$ cat src/rtl/core/sdsps_pkg.sv
// shared types, constants and helper functions of the servo pulse scheduler
// no dependencies; imported by every other file of the block
package sdsps_pkg;

  localparam int CHANNELS_DEF = 8;

  localparam int FUNC_W     = 2;
  localparam int CHAN_W     = 3;
  localparam int UNITS_W    = 8;
  localparam int TICKS_W    = 8;
  localparam int GAP_W      = 16;
  localparam int WIDTH_W    = 13;
  localparam int MASK_W     = 8;
  localparam int RELOAD_W   = 16;
  localparam int CFG_IDX_W  = 1;
  localparam int CFG_DATA_W = 16;

  localparam logic [FUNC_W-1:0] FUNC_SET    = 2'd0;
  localparam logic [FUNC_W-1:0] FUNC_COMMIT = 2'd1;
  localparam logic [FUNC_W-1:0] FUNC_EXPIRY = 2'd2;

  localparam logic [CFG_IDX_W-1:0] CFG_UNIT_TICKS = 1'b0;
  localparam logic [CFG_IDX_W-1:0] CFG_FRAME_GAP  = 1'b1;

  localparam logic [UNITS_W-1:0] WIDTH_MIN = 8'd10;
  localparam logic [UNITS_W-1:0] WIDTH_MAX = 8'd20;

  localparam int WIDTH_MID_UNITS = 15;
  localparam int FRAME_GAP_UNITS = 19;

  localparam logic [TICKS_W-1:0] UNIT_TICKS_RESET = TICKS_W'(15);
  localparam logic [GAP_W-1:0]   FRAME_GAP_RESET  = GAP_W'(FRAME_GAP_UNITS * 150);
  localparam logic [WIDTH_W-1:0] WIDTH_MID_TICKS  =
    WIDTH_W'(WIDTH_MID_UNITS * int'(UNIT_TICKS_RESET));

  typedef struct packed {
    logic [FUNC_W-1:0]  func;
    logic [CHAN_W-1:0]  channel;
    logic [UNITS_W-1:0] width_units;
  } item_t;

  typedef struct packed {
    logic [MASK_W-1:0]   raise_mask;
    logic [MASK_W-1:0]   lower_mask;
    logic [RELOAD_W-1:0] reload;
    logic                reload_valid;
    logic                rejected;
  } res_t;

  typedef struct packed {
    logic [WIDTH_W-1:0] a;
    logic [WIDTH_W-1:0] b;
  } alu_req_t;

  typedef struct packed {
    logic               lt;
    logic               eq;
    logic [WIDTH_W-1:0] diff;
  } alu_rsp_t;

  // pin bit of one channel, channels past the mask width have no pin
  function automatic logic [MASK_W-1:0] chan_bit(input int unsigned c);
    logic [MASK_W-1:0] m;
    m = '0;
    if (c < MASK_W) m[c] = 1'b1;
    return m;
  endfunction

  function automatic logic [MASK_W-1:0] all_mask(input int unsigned n);
    logic [MASK_W-1:0] m;
    m = '0;
    for (int unsigned c = 0; c < MASK_W; c++) begin
      if (c < n) m[c] = 1'b1;
    end
    return m;
  endfunction

endpackage

$ cat src/rtl/core/sdsps_if.sv
// valid/ready channel interfaces for scheduler items and results
// depends on sdsps_pkg for the field widths
interface sdsps_in_if;
  import sdsps_pkg::*;

  logic               valid;
  logic               ready;
  logic [FUNC_W-1:0]  func;
  logic [CHAN_W-1:0]  channel;
  logic [UNITS_W-1:0] width_units;

  modport source (output valid, func, channel, width_units, input ready);
  modport sink   (input valid, func, channel, width_units, output ready);
endinterface

interface sdsps_out_if;
  import sdsps_pkg::*;

  logic                valid;
  logic                ready;
  logic [MASK_W-1:0]   raise_mask;
  logic [MASK_W-1:0]   lower_mask;
  logic [RELOAD_W-1:0] reload;
  logic                reload_valid;
  logic                rejected;

  modport source (output valid, raise_mask, lower_mask, reload, reload_valid, rejected,
                  input ready);
  modport sink   (input valid, raise_mask, lower_mask, reload, reload_valid, rejected,
                  output ready);
endinterface

$ cat src/rtl/core/sorted_delta_servo_pulse_scheduler.sv
// top level of the servo pulse scheduler: channels, configuration registers, result register
// depends on sdsps_pkg, sdsps_if, sdsps_alu and sdsps_ctrl

// One shared reload timer drives up to CHANNELS servo pins. A set item stores a channel's
// width (10 to 20 units, times unit_ticks); a bad width or channel is answered with
// rejected. A commit item ranks the stored widths one compare per cycle on the shared
// compare/subtract unit, then rewrites the sorted widths as deltas. A timer expiry item
// raises all pins in a start phase; in a stop phase it lowers the next channel and every
// further channel that ends at the same time. One item is worked on at a time; ready is
// low while it runs, and the result register lets the next item in while a result waits.
// Widths are stored in ticks, so a later change of unit_ticks affects only new sets.
module sorted_delta_servo_pulse_scheduler #(
  parameter int CHANNELS = sdsps_pkg::CHANNELS_DEF
) (
  input  logic                               clk,
  input  logic                               rst_n,
  sdsps_in_if.sink                           in_ch,
  sdsps_out_if.source                        out_ch,
  input  logic                               cfg_we,
  input  logic [sdsps_pkg::CFG_IDX_W-1:0]    cfg_index,
  input  logic [sdsps_pkg::CFG_DATA_W-1:0]   cfg_data
);
  import sdsps_pkg::*;

  logic [TICKS_W-1:0] unit_ticks_r;
  logic [GAP_W-1:0]   frame_gap_r;
  logic               out_valid_r;
  res_t               out_res_r;

  item_t    item;
  res_t     res;
  alu_req_t alu_req;
  alu_rsp_t alu_rsp;
  logic     idle, item_valid, out_free, res_load;

  assign item.func        = in_ch.func;
  assign item.channel     = in_ch.channel;
  assign item.width_units = in_ch.width_units;
  assign in_ch.ready      = idle;
  assign item_valid       = in_ch.valid & idle;
  assign out_free         = !out_valid_r || out_ch.ready;

  always_ff @(posedge clk) begin
    if (!rst_n) begin
      unit_ticks_r <= UNIT_TICKS_RESET;
      frame_gap_r  <= FRAME_GAP_RESET;
    end else if (cfg_we) begin
      unique case (cfg_index)
        CFG_UNIT_TICKS: unit_ticks_r <= cfg_data[TICKS_W-1:0];
        CFG_FRAME_GAP:  frame_gap_r  <= cfg_data[GAP_W-1:0];
        default: ;
      endcase
    end
  end

  always_ff @(posedge clk) begin
    if (!rst_n) begin
      out_valid_r <= 1'b0;
    end else if (res_load) begin
      out_valid_r <= 1'b1;
    end else if (out_ch.ready) begin
      out_valid_r <= 1'b0;
    end
  end

  always_ff @(posedge clk) begin
    if (res_load) out_res_r <= res;
  end

  assign out_ch.valid        = out_valid_r;
  assign out_ch.raise_mask   = out_res_r.raise_mask;
  assign out_ch.lower_mask   = out_res_r.lower_mask;
  assign out_ch.reload       = out_res_r.reload;
  assign out_ch.reload_valid = out_res_r.reload_valid;
  assign out_ch.rejected     = out_res_r.rejected;

  sdsps_ctrl #(
    .CHANNELS (CHANNELS)
  ) u_ctrl (
    .clk        (clk),
    .rst_n      (rst_n),
    .item_valid (item_valid),
    .item       (item),
    .idle       (idle),
    .unit_ticks (unit_ticks_r),
    .frame_gap  (frame_gap_r),
    .out_free   (out_free),
    .res_load   (res_load),
    .res        (res),
    .alu_req    (alu_req),
    .alu_rsp    (alu_rsp)
  );

  sdsps_alu u_alu (
    .req (alu_req),
    .rsp (alu_rsp)
  );

endmodule

$ cat src/rtl/core/sdsps_alu.sv
// shared compare and subtract unit of the scheduler
// depends on sdsps_pkg for the request and response structs
module sdsps_alu (
  input  sdsps_pkg::alu_req_t req,
  output sdsps_pkg::alu_rsp_t rsp
);
  import sdsps_pkg::*;

  always_comb begin
    rsp.lt   = (req.a < req.b);
    rsp.eq   = (req.a == req.b);
    rsp.diff = req.a - req.b;
  end

endmodule

$ cat src/rtl/core/sdsps_ctrl.sv
// sequencer and tables of the scheduler: width table, rank sort, delta pass, expiry walk
// depends on sdsps_pkg; drives the shared sdsps_alu
module sdsps_ctrl #(
  parameter int CHANNELS = sdsps_pkg::CHANNELS_DEF
) (
  input  logic                            clk,
  input  logic                            rst_n,
  input  logic                            item_valid,
  input  sdsps_pkg::item_t                item,
  output logic                            idle,
  input  logic [sdsps_pkg::TICKS_W-1:0]   unit_ticks,
  input  logic [sdsps_pkg::GAP_W-1:0]     frame_gap,
  input  logic                            out_free,
  output logic                            res_load,
  output sdsps_pkg::res_t                 res,
  output sdsps_pkg::alu_req_t             alu_req,
  input  sdsps_pkg::alu_rsp_t             alu_rsp
);
  import sdsps_pkg::*;

  localparam int IDX_W = (CHANNELS > 1) ? $clog2(CHANNELS) : 1;
  localparam int CNT_W = $clog2(CHANNELS + 1);
  localparam logic [IDX_W-1:0] LAST = IDX_W'(CHANNELS - 1);
  localparam logic [CNT_W-1:0] NCH  = CNT_W'(CHANNELS);

  localparam logic [3:0] ST_IDLE      = 4'd0;
  localparam logic [3:0] ST_LOADK     = 4'd1;
  localparam logic [3:0] ST_SCAN      = 4'd2;
  localparam logic [3:0] ST_PLACE     = 4'd3;
  localparam logic [3:0] ST_DELTA     = 4'd4;
  localparam logic [3:0] ST_EXP_START = 4'd5;
  localparam logic [3:0] ST_EXP_LOW   = 4'd6;
  localparam logic [3:0] ST_EXP_CHK   = 4'd7;
  localparam logic [3:0] ST_FINISH    = 4'd8;

  logic [3:0]         state_r, state_nxt;
  logic [WIDTH_W-1:0] pend_r  [CHANNELS];
  logic [WIDTH_W-1:0] delay_r [CHANNELS];
  logic [IDX_W-1:0]   order_r [CHANNELS];
  logic               phase_r, phase_nxt;
  logic [CNT_W-1:0]   slot_r, slot_nxt;
  logic [CNT_W-1:0]   s_r, s_nxt;
  logic [IDX_W-1:0]   i_r, i_nxt;
  logic [IDX_W-1:0]   j_r, j_nxt;
  logic [IDX_W-1:0]   k_r, k_nxt;
  logic [IDX_W-1:0]   rank_r, rank_nxt;
  logic [WIDTH_W-1:0] kw_r, kw_nxt;
  logic [WIDTH_W-1:0] prev_r, prev_nxt;
  res_t               res_r, res_nxt;

  logic [IDX_W-1:0]   pend_raddr, act_raddr, pend_waddr, act_waddr;
  logic [WIDTH_W-1:0] pend_rd, delay_rd, pend_wdata, delay_wdata;
  logic [IDX_W-1:0]   order_rd, order_wdata;
  logic               pend_we, delay_we, order_we;
  logic               set_bad;
  logic [15:0]        prod;

  assign pend_rd  = pend_r[pend_raddr];
  assign delay_rd = delay_r[act_raddr];
  assign order_rd = order_r[act_raddr];

  assign idle = (state_r == ST_IDLE);
  assign res  = res_r;

  assign prod    = 16'(item.width_units) * 16'(unit_ticks);
  assign set_bad = (item.width_units < WIDTH_MIN) || (item.width_units > WIDTH_MAX) ||
                   (32'(item.channel) >= CHANNELS);

  always_comb begin
    state_nxt   = state_r;
    phase_nxt   = phase_r;
    slot_nxt    = slot_r;
    s_nxt       = s_r;
    i_nxt       = i_r;
    j_nxt       = j_r;
    k_nxt       = k_r;
    rank_nxt    = rank_r;
    kw_nxt      = kw_r;
    prev_nxt    = prev_r;
    res_nxt     = res_r;
    res_load    = 1'b0;
    pend_we     = 1'b0;
    pend_waddr  = IDX_W'(item.channel);
    pend_wdata  = prod[WIDTH_W-1:0];
    delay_we    = 1'b0;
    order_we    = 1'b0;
    act_waddr   = rank_r;
    delay_wdata = kw_r;
    order_wdata = i_r;

    pend_raddr = (state_r == ST_SCAN) ? j_r : i_r;
    case (state_r)
      ST_DELTA:     act_raddr = k_r;
      ST_EXP_START: act_raddr = '0;
      default:      act_raddr = s_r[IDX_W-1:0];
    endcase

    alu_req.a = (state_r == ST_SCAN) ? pend_rd : delay_rd;
    alu_req.b = (state_r == ST_SCAN)  ? kw_r :
                (state_r == ST_DELTA) ? prev_r : '0;

    unique case (state_r)
      ST_IDLE: begin
        if (item_valid) begin
          res_nxt = '0;
          unique case (item.func)
            FUNC_SET: begin
              pend_we          = !set_bad;
              res_nxt.rejected = set_bad;
              state_nxt        = ST_FINISH;
            end
            FUNC_COMMIT: begin
              i_nxt     = '0;
              state_nxt = ST_LOADK;
            end
            FUNC_EXPIRY: begin
              res_nxt.reload_valid = 1'b1;
              if (!phase_r) begin
                state_nxt = ST_EXP_START;
              end else begin
                s_nxt     = (slot_r >= NCH) ? '0 : slot_r;
                state_nxt = ST_EXP_LOW;
              end
            end
            default: state_nxt = ST_FINISH;
          endcase
        end
      end
      ST_LOADK: begin
        kw_nxt    = pend_rd;
        j_nxt     = '0;
        rank_nxt  = '0;
        state_nxt = ST_SCAN;
      end
      ST_SCAN: begin
        // stable rank: smaller widths, or equal widths of lower channels
        if (alu_rsp.lt || (alu_rsp.eq && (j_r < i_r))) rank_nxt = rank_r + 1'b1;
        if (j_r == LAST) state_nxt = ST_PLACE;
        else j_nxt = j_r + 1'b1;
      end
      ST_PLACE: begin
        delay_we = 1'b1;
        order_we = 1'b1;
        if (i_r == LAST) begin
          k_nxt     = '0;
          prev_nxt  = '0;
          state_nxt = ST_DELTA;
        end else begin
          i_nxt     = i_r + 1'b1;
          state_nxt = ST_LOADK;
        end
      end
      ST_DELTA: begin
        // sorted absolute widths turned into deltas in place
        delay_we    = 1'b1;
        act_waddr   = k_r;
        delay_wdata = alu_rsp.diff;
        prev_nxt    = delay_rd;
        if (k_r == LAST) state_nxt = ST_FINISH;
        else k_nxt = k_r + 1'b1;
      end
      ST_EXP_START: begin
        res_nxt.raise_mask = all_mask(CHANNELS);
        res_nxt.reload     = RELOAD_W'(delay_rd);
        slot_nxt           = '0;
        phase_nxt          = 1'b1;
        state_nxt          = ST_FINISH;
      end
      ST_EXP_LOW: begin
        res_nxt.lower_mask = res_r.lower_mask | chan_bit(32'(order_rd));
        s_nxt              = s_r + 1'b1;
        state_nxt          = ST_EXP_CHK;
      end
      ST_EXP_CHK: begin
        if (s_r >= NCH) begin
          phase_nxt      = 1'b0;
          slot_nxt       = '0;
          res_nxt.reload = frame_gap;
          state_nxt      = ST_FINISH;
        end else if (alu_rsp.eq) begin
          // zero delay: this channel ends together with the previous one
          res_nxt.lower_mask = res_r.lower_mask | chan_bit(32'(order_rd));
          s_nxt              = s_r + 1'b1;
        end else begin
          slot_nxt       = s_r;
          res_nxt.reload = RELOAD_W'(delay_rd);
          state_nxt      = ST_FINISH;
        end
      end
      ST_FINISH: begin
        if (out_free) begin
          res_load  = 1'b1;
          state_nxt = ST_IDLE;
        end
      end
      default: state_nxt = ST_IDLE;
    endcase
  end

  always_ff @(posedge clk) begin
    if (!rst_n) begin
      state_r <= ST_IDLE;
      phase_r <= 1'b0;
      slot_r  <= '0;
    end else begin
      state_r <= state_nxt;
      phase_r <= phase_nxt;
      slot_r  <= slot_nxt;
    end
  end

  always_ff @(posedge clk) begin
    s_r    <= s_nxt;
    i_r    <= i_nxt;
    j_r    <= j_nxt;
    k_r    <= k_nxt;
    rank_r <= rank_nxt;
    kw_r   <= kw_nxt;
    prev_r <= prev_nxt;
    res_r  <= res_nxt;
  end

  // tables reset to the schedule of all middle widths
  always_ff @(posedge clk) begin
    if (!rst_n) begin
      for (int c = 0; c < CHANNELS; c++) begin
        pend_r[c]  <= WIDTH_MID_TICKS;
        delay_r[c] <= (c == 0) ? WIDTH_MID_TICKS : '0;
        order_r[c] <= IDX_W'(c);
      end
    end else begin
      if (pend_we)  pend_r[pend_waddr] <= pend_wdata;
      if (delay_we) delay_r[act_waddr] <= delay_wdata;
      if (order_we) order_r[act_waddr] <= order_wdata;
    end
  end

endmodule

$ cat src/flat_wrapper.sv
// flat-port wrapper written by rule: the top's interface ports become plain ports
module sorted_delta_servo_pulse_scheduler_flat import sdsps_pkg::*;
#(
  parameter int CHANNELS = sdsps_pkg::CHANNELS_DEF
)
  (clk, rst_n, cfg_we, cfg_index, cfg_data, in_ch_valid, in_ch_func, in_ch_channel, in_ch_width_units, in_ch_ready, out_ch_valid, out_ch_raise_mask, out_ch_lower_mask, out_ch_reload, out_ch_reload_valid, out_ch_rejected, out_ch_ready);
  sdsps_in_if in_ch_i ();
  sdsps_out_if out_ch_i ();
  input  logic clk;
  input  logic rst_n;
  input  logic cfg_we;
  input  logic [sdsps_pkg::CFG_IDX_W-1:0] cfg_index;
  input  logic [sdsps_pkg::CFG_DATA_W-1:0] cfg_data;
  input wire logic [$bits(in_ch_i.valid)-1:0] in_ch_valid;
  input wire logic [$bits(in_ch_i.func)-1:0] in_ch_func;
  input wire logic [$bits(in_ch_i.channel)-1:0] in_ch_channel;
  input wire logic [$bits(in_ch_i.width_units)-1:0] in_ch_width_units;
  output wire logic [$bits(in_ch_i.ready)-1:0] in_ch_ready;
  output wire logic [$bits(out_ch_i.valid)-1:0] out_ch_valid;
  output wire logic [$bits(out_ch_i.raise_mask)-1:0] out_ch_raise_mask;
  output wire logic [$bits(out_ch_i.lower_mask)-1:0] out_ch_lower_mask;
  output wire logic [$bits(out_ch_i.reload)-1:0] out_ch_reload;
  output wire logic [$bits(out_ch_i.reload_valid)-1:0] out_ch_reload_valid;
  output wire logic [$bits(out_ch_i.rejected)-1:0] out_ch_rejected;
  input wire logic [$bits(out_ch_i.ready)-1:0] out_ch_ready;
  assign in_ch_i.valid = in_ch_valid;
  assign in_ch_i.func = in_ch_func;
  assign in_ch_i.channel = in_ch_channel;
  assign in_ch_i.width_units = in_ch_width_units;
  assign in_ch_ready = in_ch_i.ready;
  assign out_ch_valid = out_ch_i.valid;
  assign out_ch_raise_mask = out_ch_i.raise_mask;
  assign out_ch_lower_mask = out_ch_i.lower_mask;
  assign out_ch_reload = out_ch_i.reload;
  assign out_ch_reload_valid = out_ch_i.reload_valid;
  assign out_ch_rejected = out_ch_i.rejected;
  assign out_ch_i.ready = out_ch_ready;
  sorted_delta_servo_pulse_scheduler #(.CHANNELS(CHANNELS)) u_core (.clk(clk), .rst_n(rst_n), .in_ch(in_ch_i), .out_ch(out_ch_i), .cfg_we(cfg_we), .cfg_index(cfg_index), .cfg_data(cfg_data));
endmodule
$ cat config.mk
export PLATFORM = sky130hd
export DESIGN_NAME = sorted_delta_servo_pulse_scheduler_flat
export DESIGN_NICKNAME = d
export VERILOG_FILES = /design/src/rtl/core/sdsps_pkg.sv /design/src/rtl/core/sdsps_if.sv /design/src/rtl/core/sorted_delta_servo_pulse_scheduler.sv /design/src/rtl/core/sdsps_alu.sv /design/src/rtl/core/sdsps_ctrl.sv /design/src/flat_wrapper.sv
export SDC_FILE = /design/constraint.sdc
export NUM_CORES = 1
export LEC_CHECK = 0
export ABC_AREA = 1
export BUFFER_PORTS_ARGS = -buffer_cell sky130_fd_sc_hd__buf_2
export CORE_MARGIN = 8
export CORE_UTILIZATION = 60
export CTS_CLUSTER_SIZE = 25
export DETAILED_ROUTE_END_ITERATION = 16
export GPL_ROUTABILITY_DRIVEN = 0
export PLACE_DENSITY = 0.78
export SETUP_SLACK_MARGIN = 0.4
export SLEW_MARGIN = 0
export SYNTH_ARGS = -nofsm -noshare
export SYNTH_HDL_FRONTEND = slang
export SYNTH_SLANG_ARGS = --single-unit
$ cat constraint.sdc
create_clock -name clk -period 12.25 [get_ports clk]
set_input_delay 2.45 -clock clk [delete_from_list [all_inputs] [get_ports clk]]
set_output_delay 2.45 -clock clk [all_outputs]
set_load 0.005 [all_outputs]
After elaboration in Yosys (flattened, before gate mapping)
Memory sizes are Yosys's and may differ from the RTL's.
Index checks and enable logic that the tools add are counted.

storage, ports and cells
  flip-flop bits (word level) = 144
  RAM bits = 232
  input port bits = 35
  output and inout bits = 36
  logic and storage cells = 197
  memories = 3

cells by class
  $add $sub $neg = 6
  multipliers = 1
  order comparisons = 8
  equal/unequal tests = 30
  multiplexer cells = 86
  bitwise operators = 4
  reduce and logical (&&, ||, !) cells = 36

memories
  name                   words  bits a word  rd ports  clocked after Yosys merged registers in  wr ports  RTL line          RTL
  u_core.u_ctrl.delay_r  8      13           1         0                                        8         sdsps_ctrl.sv:38  logic [WIDTH_W-1:0] delay_r [CHANNELS];
  u_core.u_ctrl.pend_r   8      13           1         0                                        8         sdsps_ctrl.sv:37  logic [WIDTH_W-1:0] pend_r [CHANNELS];
  u_core.u_ctrl.order_r  8      3            1         0                                        8         sdsps_ctrl.sv:39  logic [IDX_W-1:0] order_r [CHANNELS];

operators with widths
  cell                                            count
  2-to-1 mux 13 bit                               7
  2-to-1 mux 4 bit                                14
  2-to-1 mux 8 bit                                6
  case mux 16 bit (3 select lines)                1
  2-to-1 mux 3 bit                                14
  case mux 4 bit (9 select lines)                 1
  2-to-1 mux 34 bit                               1
  2-to-1 mux 16 bit                               2
  case mux 3 bit (2 select lines)                 5
  2-to-1 mux 1 bit                                26
  case mux 13 bit (2 select lines)                1
  OR reduction 13 bit                             2
  case mux 8 bit (3 select lines)                 1
  inequality test 2 bit (second input constant)   11
  AND reduction 2 bit                             9
  == test 4 x 3 -> 1 bit (second input constant)  4
  bitwise OR 8 bit                                2
  case mux 4 bit (2 select lines)                 2
  case mux 8 bit (2 select lines)                 1
  == test 13 bit                                  1
  less-than comparator 13 bit                     1
  multiplier 8 x 8 -> 13 bit                      1
  subtractor 13 bit                               1
  adder 3 x 1 -> 3 bit (second input constant)    4
  other kinds (34)                                53

Depth between registers and ports, before layout
An unclocked memory read counts as a cell.

  depth after elaboration = 14
  depth in mapped cells = 26

Modules after synthesis
A second synthesis with hierarchy kept.

unflattened totals
  cell total of the unflattened synthesis = 2,169
  area, all modules = 19,834.0 µm²

modules (own cells, without submodules)
  module                              instances  cells each  area each (µm²)  sequential area each (µm²)
  sdsps_ctrl                          1          1,839       16,968.8         9,218.8
  sorted_delta_servo_pulse_scheduler  1          156         1,971.9          1,521.5
  sdsps_alu                           1          174         893.4            0.0

Least setup slack after synthesis
No wires, ideal clock.

  path kind = input to register
  from = input port in_ch_width_units[0]
  to = memory u_core.u_ctrl.pend_r[0][12] (data pin)
  library setup time = 272 ps
  arrival = 6,087 ps
  required time = 11,978 ps
  path slack = 5,891 ps
  stages on the path = 14
  path through = clkbuf_1 -> nand2_1 -> fa_1 -> fa_1 -> fa_1 -> fa_1 -> inv_1 -> ha_1 -> a21oi_1 -> nand2_1 -> nand2_1 -> nand4_1 -> xnor2_1 -> nor2_1

RTL lines
  what             RTL line            RTL
  start, declared  flat_wrapper.sv:17  input wire logic [$bits(in_ch_i.width_units)-1:0] in_ch_width_units;
  end, declared    sdsps_ctrl.sv:37

==> metrics.yaml <==
run_status:
  status: "completed"
power:
  p_sw_mw: 1.71
  p_per_area_mw_per_mm2: 208
  p_int_mw: 2.64
  swShare_pct: 39.2
  seq_power_share_pct: 35.9
  comb_power_share_pct: 38.1
  peakVddDrop_uv: 141
  power.share.clock_pct: 26.0
  power.total_mw: 4.35
  p_leak_nw: 8.84
route:
  routed_wl_um: 46100
  first_iter_violations: 1668
  postRouteAntennaNets: 0
  dr.pass1.iters: 7
  wire_per_inst_um: 18.3
  via_per_inst: 5.73
  vias: 14500
  drc: 0
layout:
  syn_to_final_growth_pct: 8.47
  mostFrequentLayoutCells: "nand2_1 (344), edfxtp_1 (328), inv_1 (299)"
  finalNetCount: 2218
  final_common_cell: "nand2_1"
  drive_gt1_share_pct: 8.80
  antenna_cells: 0
worst_setup_path:
  cp-start-kind: "input port"
  crit_fanout: 9
  end_kind: "flop"
  cp.arrival_ns: 6.44
  worstPathRequired_ns: 12.51
  worst-setup-path-type: "in2reg"
clocking:
  cts.htree.levels: 2
  cts_buffers: 39
  postCtsSetupBuffers: 0
  clk_pin_slew_ns: 0.06
  cts_tree: "done"
  cts_root_buffer: "clkbuf_16"
  clk-insertion-delay-late_ns: 0.54
  postCtsResizedCells: 0
  cts.sinks: 362
  cts.hold.buffers_added: 0
  clockBufferDepth: 3
synthesis:
  synth_edf_count: 328
  syn_area_sq_mm: 0.0193
  synth_fp_nets: 2197
  synth.distinct_cells: 46
  netlist_top_cells_area: "edfxtp_1 (51%), nand2_1 (6.7%), inv_1 (5.8%)"
  yosysTopAreaCellShare_pct: 51.0
  ys_ff_latch: 362
  yosys_warnings: 0
  async_flop_share_pct: 0
  yosysTopAreaCell: "edfxtp_1"
  post_synth.cell_area_avg_sq_um: 9.31
  dominantRegCellSynth: "edfxtp_1"
  synth_cells: 2075
  ys_seq_area_share_pct: 54.5
floorplan:
  start_util_pct: 61.0
  core-area_sq_mm: 0.0316
  dieArea_sq_mm: 0.0382
  die_x_um: 195
  rows: 65
  ios: 71
  die_h_um: 195
global_route:
  grt_pass1_wl_um: 73000
  grt_max_degree: 93
  antenna_found_initial: 0
  grt.total_usage_pct: 23.8
  grt_pass1_vias: 14000
  overflow: 0
place:
  dp_hpwl_um: 31200
  portBuffers: 70
worst_hold_path:
  hold_path_class: "reg2reg"
sta:
  maxSlewViolCount: 0
  holdWs_ns: 0.409
  slew_headroom_pct: 31.0
  hold_viol_final: 0
  rsz0062_at_grt: "no"
  tightest_slew_ns: 1.03
  fin_tns_setup_ns: 0
  fin_crit_ns: 6.19
  fin_skew_ns: 0.0161
  finalSetupViolCount: 0
  period_share_pct: 50.5
  clock.fmax_ghz: 0.162
flow_run:
  cap_violations: 0
-- path summary, 6_finish.rpt --
| kind | startpoint | slack, ns | end | depth (start not counted) |
|---|---|---|---|---|
| max | in_ch_width_units[3] | 6.06 | u_core.u_ctrl.pend_r[0][12] | 16 |
| min | u_core.u_ctrl.res[32] | 0.41 | u_core.out_ch.raise_mask[6] | 0 |
| max reg2reg | u_core.u_ctrl.state_r[2] | 6.35 | u_core.u_ctrl.delay_r[1][10] | 23 |
| min reg2reg | u_core.u_ctrl.res[32] | 0.41 | u_core.out_ch.raise_mask[6] | 0 |
-- Yosys cell counts (9+ instances only) --
library cell / number
a21oi_1: 122
buf_2: 34
buf_4: 12
clkbuf_1: 43
dfxtp_1: 34
edfxtp_1: 328
fa_1: 35
ha_1: 52
inv_1: 299
inv_2: 15
nand2_1: 345
nand2_2: 15
nand3_1: 131
nand3b_1: 11
nand4_1: 9
nor2_1: 286
o211ai_1: 60
o21a_1: 11
o21ai_0: 126
o21ai_1: 21
xnor2_1: 13
-- area by class of cell --
class                           count  area (sq um)
Clock buffer                       49          1030
Clock inverter                     20           190
Fill cell                        2439         10700
Inverter                          318          1190
Multi-Input combinational cell   1294          7070
Sequential cell                   362         10500
Tap cell                          402           503
Timing Repair Buffer               81           433
-- state kept, by name (all words and copies together), names as in the netlist, 3 cells and up --
name	cells
u_core.u_ctrl.slot_r	4
u_core.u_ctrl.prev_r	13
u_core.u_ctrl.j_r	3
u_core.u_ctrl.rank_r	3
u_core.out_ch.reload	16
u_core.u_ctrl.i_r	3
u_core.u_ctrl.s_r	4
u_core.u_ctrl.res	27
u_core.frame_gap_r	16
u_core.u_ctrl.order_r	24
u_core.out_ch.lower_mask	8
u_core.u_ctrl.delay_r	104
u_core.u_ctrl.k_r	3
u_core.u_ctrl.state_r	4
u_core.unit_ticks_r	8
u_core.u_ctrl.pend_r	104
u_core.u_ctrl.kw_r	13
-- worst max-delay path: stages --
cell	delay, ns
buf_2	0.16
nand2_1	0.08
inv_1	0.06
fa_1	0.54
inv_1	0.05
fa_1	0.47
fa_1	0.52
fa_1	0.55
inv_1	0.04
ha_1	0.35
a21oi_1	0.22
nand2_1	0.10
nand2_1	0.06
nand4_1	0.09
xnor2_1	0.60
nor2_1	0.11
-- stage by stage --
step                      utilization [%]  std cells  setup WS [ns]  cell area, sq um
after CTS                            66.2       2526           6.06             20900
after global placement               62.3       2457           5.62             19700
after global routing                 66.2       2526           5.79             20900
after floorplan                         -       2075           5.89             19300
final                                66.2       2526           6.06             20900
after detailed placement             62.3       2457           5.51             19700
-- logic make-up after synthesis --
kind of cell | Yosys count | synth area share [%]
AOI/OAI and AO/OA | 363 | 10.7
xor gates and xnor gates | 21 | 0.952
adders and majority gates | 87 | 7.00
buffers and inverters | 419 | 8.91
DFF | 362 | 54.5
and+or+nand+nor | 823 | 17.9
-- per-layer routing --
layer	global-route usage (%)	vias to the layer above	part of all wire, %	wire length (um)
met4	9.52	0	3.3	1520
met2	39.7	644	49	22600
met5	0	-	0	0
met3	3.03	90	7.5	3460
met1	31.2	6831	40	18500
li1	-	6919	-	-
-- power by group through the flow --
stage | combinational [mW] | clock (mW) | sequential (mW)
after floorplan | 1.20 | 0 | 1.57
after global placement | 1.58 | 0 | 1.58
after detailed placement | 1.62 | 0 | 1.59
after CTS | 1.64 | 1.14 | 1.56
after global routing | 1.86 | 1.19 | 1.57
final | 1.66 | 1.13 | 1.56
Note: power is estimated with default switching activity, not from simulation.
